## config.mk

```make
export PLATFORM = sky130hd
export DESIGN_NAME = base64_stream_decoder
export DESIGN_NICKNAME = d
export VERILOG_FILES = /design/src/rtl/core/b64d_pkg.sv /design/src/rtl/core/b64d_map.sv /design/src/rtl/core/b64d_core.sv /design/src/rtl/core/b64d_out.sv /design/src/rtl/core/base64_stream_decoder.sv
export SDC_FILE = /design/constraint.sdc
export NUM_CORES = 1
export LEC_CHECK = 0
export BUFFER_PORTS_ARGS = -buffer_cell sky130_fd_sc_hd__buf_2
export CORE_MARGIN = 4
export CORE_UTILIZATION = 30
export DETAILED_ROUTE_END_ITERATION = 8
export GPL_TIMING_DRIVEN = 0
export PLACE_DENSITY = 0.45
export SYNTH_ARGS = -nofsm -noshare
export SYNTH_HDL_FRONTEND = slang
export SYNTH_HIERARCHICAL = 1
export SYNTH_SLANG_ARGS = --single-unit
export TNS_END_PERCENT = 100
```

## constraint.sdc

```tcl
create_clock -name aclk -period 11.55 [get_ports aclk]
set_input_delay 2.8875 -clock aclk [delete_from_list [all_inputs] [get_ports aclk]]
set_output_delay 2.8875 -clock aclk [all_outputs]
set_load 0.01 [all_outputs]
```

## src/rtl/core/b64d_pkg.sv

```systemverilog
package b64d_pkg;

    // One character step releases at most one group. A non-space character
    // releases the held group, and the end of the message releases the held
    // group with its padding removed. A character that completes a group
    // cannot also release an older one, because three non-space characters
    // always come between two completed groups.
    localparam int unsigned MAX_RESULTS = 3;
    localparam int unsigned CNT_W       = 3;

    localparam logic [7:0] CHAR_PAD   = 8'h3D;  // '='
    localparam logic [7:0] CHAR_PLUS  = 8'h2B;  // '+'
    localparam logic [7:0] CHAR_SLASH = 8'h2F;  // '/'
    localparam logic [7:0] CHAR_UC_A  = 8'h41;
    localparam logic [7:0] CHAR_UC_Z  = 8'h5A;
    localparam logic [7:0] CHAR_LC_A  = 8'h61;
    localparam logic [7:0] CHAR_LC_Z  = 8'h7A;
    localparam logic [7:0] CHAR_D0    = 8'h30;
    localparam logic [7:0] CHAR_D9    = 8'h39;
    localparam logic [7:0] CHAR_SPACE = 8'h20;
    localparam logic [7:0] CHAR_TAB   = 8'h09;
    localparam logic [7:0] CHAR_CR    = 8'h0D;

    localparam logic [5:0] SEXTET_PLUS  = 6'd62;
    localparam logic [5:0] SEXTET_SLASH = 6'd63;

    // Offsets that move a character code onto its sextet value (mod 256).
    localparam logic [7:0] OFS_UC    = 8'h41;   // 'A' -> 0
    localparam logic [7:0] OFS_LC    = 8'h47;   // 'a' -> 26
    localparam logic [7:0] OFS_DIGIT = 8'h04;   // '0' -> 52, added

    typedef struct packed {
        logic [5:0] sextet;
        logic       blank;
        logic       pad;
    } b64d_char_t;

    typedef struct packed {
        logic [MAX_RESULTS-1:0][7:0] bytes;
        logic [MAX_RESULTS-1:0]      valid;
        logic [CNT_W-1:0]            count;
        logic                        done;
        logic                        err;
    } b64d_bundle_t;

endpackage

```

## src/rtl/core/b64d_map.sv

```systemverilog
module b64d_map (
    input  logic [7:0]          char_in,
    output b64d_pkg::b64d_char_t char_info
);

    logic [7:0] diff;

    always_comb begin
        diff = 8'd0;
        char_info.sextet = 6'd0;
        if ((char_in >= b64d_pkg::CHAR_UC_A) && (char_in <= b64d_pkg::CHAR_UC_Z)) begin
            diff = char_in - b64d_pkg::OFS_UC;
            char_info.sextet = diff[5:0];
        end else if ((char_in >= b64d_pkg::CHAR_LC_A) && (char_in <= b64d_pkg::CHAR_LC_Z)) begin
            diff = char_in - b64d_pkg::OFS_LC;
            char_info.sextet = diff[5:0];
        end else if ((char_in >= b64d_pkg::CHAR_D0) && (char_in <= b64d_pkg::CHAR_D9)) begin
            diff = char_in + b64d_pkg::OFS_DIGIT;
            char_info.sextet = diff[5:0];
        end else if (char_in == b64d_pkg::CHAR_PLUS) begin
            char_info.sextet = b64d_pkg::SEXTET_PLUS;
        end else if (char_in == b64d_pkg::CHAR_SLASH) begin
            char_info.sextet = b64d_pkg::SEXTET_SLASH;
        end
        char_info.blank = (char_in == b64d_pkg::CHAR_SPACE) ||
                          ((char_in >= b64d_pkg::CHAR_TAB) && (char_in <= b64d_pkg::CHAR_CR));
        char_info.pad   = (char_in == b64d_pkg::CHAR_PAD);
    end

endmodule

```

## src/rtl/core/b64d_core.sv

```systemverilog
module b64d_core (
    input  logic                   aclk,
    input  logic                   aresetn,
    input  logic                   in_fire,
    input  logic [7:0]             in_char,
    input  logic                   in_last,
    output b64d_pkg::b64d_bundle_t bundle
);

    b64d_pkg::b64d_char_t ci;

    logic [17:0] partial_reg, partial_next;
    logic [1:0]  cig_reg, cig_next;
    logic        tpad_reg, tpad_next;
    logic [23:0] held_reg, held_next;
    logic        hv_reg, hv_next;
    logic [1:0]  hpc_reg, hpc_next;

    // State as it stands after the character, before the end-of-message clear.
    logic [17:0] partial_c;
    logic [1:0]  cig_c;
    logic        tpad_c;
    logic [23:0] held_c;
    logic        hv_c;
    logic [1:0]  hpc_c;
    logic        release_held;
    logic [2:0]  fin_cnt;
    logic [2:0]  total;

    b64d_map u_map (
        .char_in   (in_char),
        .char_info (ci)
    );

    always_comb begin
        partial_c    = partial_reg;
        cig_c        = cig_reg;
        tpad_c       = tpad_reg;
        held_c       = held_reg;
        hv_c         = hv_reg;
        hpc_c        = hpc_reg;
        release_held = 1'b0;
        if (!ci.blank) begin
            release_held = hv_reg;
            hv_c = 1'b0;
            if (cig_reg == 2'd2) begin
                tpad_c = ci.pad;
            end
            if (cig_reg == 2'd3) begin
                held_c    = {partial_reg, ci.sextet};
                hpc_c     = {1'b0, tpad_reg} + {1'b0, ci.pad};
                hv_c      = 1'b1;
                partial_c = 18'd0;
                cig_c     = 2'd0;
                tpad_c    = 1'b0;
            end else begin
                partial_c = {partial_reg[11:0], ci.sextet};
                cig_c     = cig_reg + 2'd1;
            end
        end

        // Final group loses one byte per '=' among its last two characters.
        // A released group leaves nothing held, so the two counts never add up.
        fin_cnt = 3'd0;
        if (in_last && hv_c) begin
            fin_cnt = 3'd3 - {1'b0, hpc_c};
        end
        total = (release_held ? 3'd3 : 3'd0) + fin_cnt;

        bundle.valid = '1;
        bundle.bytes = '0;
        if (release_held) begin
            bundle.bytes[0] = held_reg[23:16];
            bundle.bytes[1] = held_reg[15:8];
            bundle.bytes[2] = held_reg[7:0];
        end else begin
            bundle.bytes[0] = held_c[23:16];
            bundle.bytes[1] = held_c[15:8];
            bundle.bytes[2] = held_c[7:0];
        end
        bundle.count = total;
        bundle.done  = in_last;
        bundle.err   = in_last && (cig_c != 2'd0);
        if (in_last && (total == 3'd0)) begin
            // Nothing to release: a single empty result closes the message.
            bundle.count    = 3'd1;
            bundle.valid[0] = 1'b0;
            bundle.bytes[0] = 8'd0;
        end

        partial_next = partial_reg;
        cig_next     = cig_reg;
        tpad_next    = tpad_reg;
        held_next    = held_reg;
        hv_next      = hv_reg;
        hpc_next     = hpc_reg;
        if (in_fire) begin
            if (in_last) begin
                partial_next = 18'd0;
                cig_next     = 2'd0;
                tpad_next    = 1'b0;
                held_next    = 24'd0;
                hv_next      = 1'b0;
                hpc_next     = 2'd0;
            end else begin
                partial_next = partial_c;
                cig_next     = cig_c;
                tpad_next    = tpad_c;
                held_next    = held_c;
                hv_next      = hv_c;
                hpc_next     = hpc_c;
            end
        end
    end

    always_ff @(posedge aclk) begin
        if (!aresetn) begin
            partial_reg <= 18'd0;
            cig_reg     <= 2'd0;
            tpad_reg    <= 1'b0;
            held_reg    <= 24'd0;
            hv_reg      <= 1'b0;
            hpc_reg     <= 2'd0;
        end else begin
            partial_reg <= partial_next;
            cig_reg     <= cig_next;
            tpad_reg    <= tpad_next;
            held_reg    <= held_next;
            hv_reg      <= hv_next;
            hpc_reg     <= hpc_next;
        end
    end

endmodule

```

## src/rtl/core/b64d_out.sv

```systemverilog
module b64d_out (
    input  logic                   aclk,
    input  logic                   aresetn,
    input  logic                   load,
    input  b64d_pkg::b64d_bundle_t bundle,
    output logic                   can_load,
    output logic                   m_tvalid,
    input  logic                   m_tready,
    output logic [7:0]             m_tdata,
    output logic                   m_tlast,
    output logic [1:0]             m_tuser
);

    logic [b64d_pkg::MAX_RESULTS-1:0][7:0] bytes_reg, bytes_next;
    logic [b64d_pkg::MAX_RESULTS-1:0]      valid_reg, valid_next;
    logic [b64d_pkg::CNT_W-1:0]            cnt_reg, cnt_next;
    logic                                  done_reg, done_next;
    logic                                  err_reg, err_next;
    logic                                  pop;
    logic                                  on_last;

    assign pop      = m_tvalid && m_tready;
    assign on_last  = (cnt_reg == 3'd1);
    assign can_load = (cnt_reg == 3'd0) || (on_last && m_tready);

    assign m_tvalid   = (cnt_reg != 3'd0);
    assign m_tdata    = bytes_reg[0];
    assign m_tlast    = done_reg && on_last;
    assign m_tuser[0] = valid_reg[0];
    assign m_tuser[1] = err_reg && on_last;

    always_comb begin
        bytes_next = bytes_reg;
        valid_next = valid_reg;
        cnt_next   = cnt_reg;
        done_next  = done_reg;
        err_next   = err_reg;
        if (load) begin
            bytes_next = bundle.bytes;
            valid_next = bundle.valid;
            cnt_next   = bundle.count;
            done_next  = bundle.done;
            err_next   = bundle.err;
        end else if (pop) begin
            for (int i = 0; i < b64d_pkg::MAX_RESULTS - 1; i++) begin
                bytes_next[i] = bytes_reg[i+1];
                valid_next[i] = valid_reg[i+1];
            end
            cnt_next = cnt_reg - 3'd1;
        end
    end

    always_ff @(posedge aclk) begin
        if (!aresetn) begin
            cnt_reg  <= '0;
            done_reg <= 1'b0;
            err_reg  <= 1'b0;
        end else begin
            cnt_reg  <= cnt_next;
            done_reg <= done_next;
            err_reg  <= err_next;
        end
    end

    always_ff @(posedge aclk) begin
        bytes_reg <= bytes_next;
        valid_reg <= valid_next;
    end

endmodule

```

## src/rtl/core/base64_stream_decoder.sv

```systemverilog
// Channel   Direction  tdata               tuser                           tlast
// s_        in         [7:0] text_char     -                               end_of_text
// m_        out        [7:0] out_byte      [0] byte_valid [1] length_error message_done
//
// A request on s_ is decoded in the cycle it is accepted; its results are
// registered and appear on m_ from the next cycle, one byte per cycle while
// m_tready is high. A character yields zero to three results, so with m_tready
// high the block takes one character per cycle while each yields at most one;
// a group's release holds s_tready low until all but its last byte are taken.
// Reset (aresetn low at a clock edge) clears the group state and the buffer.
// A stall on m_ holds the current result stable and stops new requests once
// the result buffer cannot be refilled.
module base64_stream_decoder (
    input  logic       aclk,
    input  logic       aresetn,

    input  logic       s_tvalid,
    output logic       s_tready,
    input  logic [7:0] s_tdata,   // [7:0] text_char
    input  logic       s_tlast,   // end_of_text

    output logic       m_tvalid,
    input  logic       m_tready,
    output logic [7:0] m_tdata,   // [7:0] out_byte
    output logic [1:0] m_tuser,   // [0] byte_valid, [1] length_error
    output logic       m_tlast    // message_done
);

    b64d_pkg::b64d_bundle_t bundle;
    logic                   in_fire;
    logic                   can_load;

    // The result buffer takes a new bundle once empty or handing over its final
    // entry, so one character per cycle keeps flowing while m_tready is high.
    assign s_tready = can_load;
    assign in_fire  = s_tvalid && s_tready;

    // Group assembly: sextet mapping, the partial group and the held group.
    b64d_core u_core (
        .aclk    (aclk),
        .aresetn (aresetn),
        .in_fire (in_fire),
        .in_char (s_tdata),
        .in_last (s_tlast),
        .bundle  (bundle)
    );

    // Result register that spreads a bundle of bytes over the output channel.
    b64d_out u_out (
        .aclk     (aclk),
        .aresetn  (aresetn),
        .load     (in_fire),
        .bundle   (bundle),
        .can_load (can_load),
        .m_tvalid (m_tvalid),
        .m_tready (m_tready),
        .m_tdata  (m_tdata),
        .m_tlast  (m_tlast),
        .m_tuser  (m_tuser)
    );

endmodule
```

Yosys cells after proc, flatten, opt, wreduce, memory -nomap -nowiden --
Cells that the tools add are included.
Word-level totals: register bits 78, input port bits 13, output and inout port bits 13, logic and storage cells 95
Cells by class: add/sub/neg operators 8, order comparisons 8, eq/ne operators 8, muxes and demuxes 36, reduce and logical (&&, ||, !) cells 22
Operators by type and width (count):
- $mux 24 | 4
- $mux 18 | 3
- $eq 8x6->1 const B | 4
- $mux 16 | 2
- $mux 6 | 5
- $ge 8x7->1 const B | 2
- $le 8x7->1 const B | 2
- $mux 2 | 7
- $logic_and 1x1->1 | 12
- $mux 1 | 10
- $mux 3 | 3
- $ge 8x4->1 const B | 1
- $ge 8x6->1 const B | 1
- $le 8x4->1 const B | 1
- $le 8x6->1 const B | 1
- $mux 8 | 1
- $add 6x3->6 const B | 1
- $logic_not 3->1 | 2
- $reduce_bool 3->1 | 2
- $sub 6x1->6 const B | 1
- $sub 6x3->6 const B | 1
- $eq 2x2->1 const B | 2
- $mux 4 | 1
- $reduce_bool 2->1 | 2
- other kinds (10) | 11

Logic depth before layout (Yosys ltp) --
depth in word-level cells 11, gate-level depth with buffers 17, gate-level depth less buffers 16

Cells and area by module --
The synthesis kept the hierarchy.
By module, submodules not included:
- b64d_core | times used 1, cells an instance 275, area an instance 2366.0 µm², sequential area each 960.9 µm²
- b64d_out | times used 1, cells an instance 93, area an instance 1435.1 µm², sequential area each 910.9 µm²
- b64d_map | times used 1, cells an instance 81, area an instance 589.3 µm², sequential area each 0.0 µm²
- base64_stream_decoder | times used 1, cells an instance 1, area an instance 6.3 µm², sequential area each 0.0 µm²

Worst setup path before layout --
Ideal clock, no wire load.
path kind input-to-output, start input m_tready, end output s_tready, arrival 3118 ps, required time 8663 ps, path slack 5545 ps, cell stages on the path 2, path buffers 0, cells stage by stage a21oi_1 -> nor2_1
On the way: longest elaborated chain between the ends 2
Ends and longest elaborated chain:
- start, declared | RTL line base64_stream_decoder.sv:23 | input logic m_tready,
- $logic_and 1x1->1 | RTL line b64d_out.sv:24 | assign can_load = (cnt_reg == 3'd0) || (on_last && m_tready);
- $logic_or 1x1->1 | RTL line b64d_out.sv:24
- end, declared | RTL line base64_stream_decoder.sv:18 | output logic s_tready,
No other way between the ends.

==> results.json <==
{
  "status": "completed",
  "endpoint_kind": "flip-flop",
  "clock_latency_ns": 0.34,
  "drive_gt1_frac": 0.220,
  "grt_use_met2": 0.206,
  "dp_slack_ns": 4.90,
  "globalRouteMet1Util": 0.182,
  "crit_type": "in -> reg",
  "grt.busiest_layer": "met2",
  "grt_pass1_vias": 3322,
  "timing.fmax_mhz": 158,
  "core-area_mm2": 0.0141,
  "fin_skew_ns": 0.00882,
  "antenna_cells": 0,
  "die_x_um": 129,
  "numCtsBuffers": 9,
  "fin_ws_ns": 5.24,
  "drtIter0Drc": 203,
  "slew_headroom": 0.459,
  "worst_pin_slew_ns": 0.810,
  "num_rows": 43,
  "reg2reg_setup_slack_ns": 8.46,
  "die_y_um": 129,
  "path_max_fanout": 10,
  "postCtsSetupBuffers": 0,
  "grt.total_usage": 0.134,
  "yosys_warnings": 6,
  "num_vias": 3361,
  "fp.dieArea_mm2": 0.0167,
  "cts_htree_levels": 3,
  "rsz0062_at_grt": "false",
  "synth_cell_types": 59,
  "yosysTopAreaCell": "dfxtp_1",
  "tns_ns": 0,
  "power.leakage_nw": 2.03,
  "cts_tree": "yes",
  "ios": 26,
  "register_area_mm2": 0.00187,
  "synth-seq-cells": 80,
  "grt_max_degree": 19,
  "finalCriticalPeriod_ns": 6.31,
  "synth_area_mm2": 0.00440,
  "final_cell_mix": "nand2_1 (78), dfxtp_1 (53), buf_2 (31)",
  "largest_register_ffs": 24,
  "cp_data_required_time_ns": 11.64,
  "viasPerCell": 5.02,
  "crit_path_start_kind": "input port",
  "cts_sinks": 80,
  "ys.flop_type": "dfxtp_1",
  "finalHoldViolations": 0,
  "synth_seq_area_share": 0.426,
  "synth_edf_count": 27,
  "cap_viol_max_count": 0,
  "place_congestion": 0.795,
  "async_flop_share": 0,
  "synth_area_leaders": "dfxtp_1 (24%), edfxtp_1 (18%), nand2_1 (6.7%), a22o_1 (5.4%), ha_1 (5.1%)",
  "rr_worst_depth": 9,
  "endpoint": "u_out/m_tdata[4]",
  "start_util": 0.312,
  "drv_slew": 0,
  "grt_pass1_wl_um": 17400,
  "worstReg2RegStart": "u_core/cig_reg[1]",
  "post_drt_wl_per_cell_um": 16.0,
  "drt_pass1_iterations": 5,
  "synth_top_area_frac": 0.241,
  "holdBufCountCts": 0,
  "peakVddDrop_mv": 0.0693,
  "multi_input_area_mm2": 0.00213,
  "drc": 0,
  "syn_to_final_growth_pct": 14.5,
  "cts_resized": 0,
  "gr-total-overflow": 0,
  "final_nets": 517,
  "cp.arrival_ns": 6.40,
  "wirelength_um": 10800,
  "fin_crit_sh": 0.547,
  "r2r_end": "u_out/m_tdata[4]",
  "syn_avg_cell_area_um2": 9.77,
  "fill_cells": 1447,
  "hp-class": "reg -> reg",
  "use_met3": 0.0280,
  "dp_hpwl_um": 7850,
  "clockBufferDepth": 2,
  "root_buffer": "clkbuf_16",
  "crit_start": "s_tdata[0]",
  "ant_nets": 0,
  "power_density_mw_per_mm2": 170,
  "synthCells": 450,
  "timing.final.setup_violations": 0,
  "mostFrequentLayoutCell": "nand2_1",
  "clk_pin_slew_ns": 0.06,
  "port_buffers": 23,
  "antenna_found_initial": 0
}
per-stage QoR:
| step | hold slack, ns | area [um2] | power (W) | utilization | cells |
|---|---|---|---|---|---|
| after floorplan | 0.440 | 4400 | 0.000515 | - | 451 |
| after global placement | 0.457 | 4740 | 0.000578 | 0.336 | 654 |
| after detailed placement | 0.457 | 4740 | 0.000580 | 0.336 | 654 |
| after CTS | 0.476 | 5040 | 0.000869 | 0.357 | 670 |
| after global routing | 0.489 | 5040 | 0.000903 | 0.357 | 670 |
| final | 0.477 | 5040 | 0.000857 | 0.357 | 670 |
layout make-up:
type / instances / share of cell area
Clock inverter: 7 / 0.0139
Sequential cell: 80 / 0.372
Inverter: 15 / 0.0112
Clock buffer: 9 / 0.0447
Tap cell: 180 / 0.0447
Timing Repair Buffer: 23 / 0.0229
Multi-Input combinational cell: 311 / 0.423
Buffer: 45 / 0.0681
logic make-up (layout without fill, tap and decap cells):
| family | count (synthesis) | count (layout) | synth area share |
|---|---|---|---|
| xor gates and xnor gates | 4 | 4 | 0.00797 |
| adders and majority gates | 19 | 19 | 0.0558 |
| AOI/OAI and AO/OA | 112 | 112 | 0.183 |
| and+or+nand+nor | 151 | 151 | 0.179 |
| DFF | 80 | 80 | 0.426 |
| muxes | 23 | 23 | 0.0575 |
| other | 1 | 2 | 0.000853 |
| buffers and inverters | 60 | 99 | 0.0908 |
worst min-delay path by stage:
stage                   startpoint                  end  cells past startpoint
4_1_cts          u_core/hpc_reg[0]    u_core/hpc_reg[0]                      1
2_1_floorplan    u_core/hpc_reg[1]    u_core/hpc_reg[1]                      1
5_1_grt          u_core/hpc_reg[0]    u_core/hpc_reg[0]                      1
3_5_place_dp     u_core/hpc_reg[0]    u_core/hpc_reg[0]                      1
3_3_place_gp     u_core/hpc_reg[0]    u_core/hpc_reg[0]                      1
6_report       u_core/held_reg[11]  u_core/held_reg[11]                      1
Yosys cell counts (all sizes together), types with 3 or more instances:
library cell / n
and2: 4
and3: 4
nand3: 5
buf: 36
nand2b: 5
a21oi: 17
nand4: 19
nor2: 12
a21boi: 24
ha: 18
a22o: 27
and3b: 3
nand2: 78
inv: 15
nor3: 6
edfxtp: 27
xor2: 4
clkbuf: 9
dfxtp: 53
mux2: 18
mux2i: 5
nor2b: 4
o21ai: 29
per-layer routing:
layer | up-vias | share of wire
met2 | 67 | 0.44
met1 | 1618 | 0.50
met3 | 19 | 0.035
met4 | 0 | 0.024
li1 | 1657 | -
met5 | - | 0
power by group:
group	switching, W	leakage (nW)	total, W	internal [W]
Clock	0.000119	0.137	0.000286	0.000167
Sequential	0.0000146	0.696	0.000362	0.000347
Combinational	0.000116	1.19	0.000208	0.0000927
Total	0.000250	2.03	0.000857	0.000607
critical path: stages:
cell	delay [ns]
buf_2	0.18
inv_1	0.13
ha_1	0.30
nand2b_2	0.14
a21oi_1	0.07
a211oi_1	0.22
a31oi_1	0.07
nor2b_1	0.20
nand2b_1	0.20
o21ai_0	0.09
and2_1	0.16
ha_1	0.19
fa_1	0.50
nor4b_4	0.65
a21oi_1	0.13
mux2_2	0.29
No activity file was read; power rests on OpenSTA's default activity.
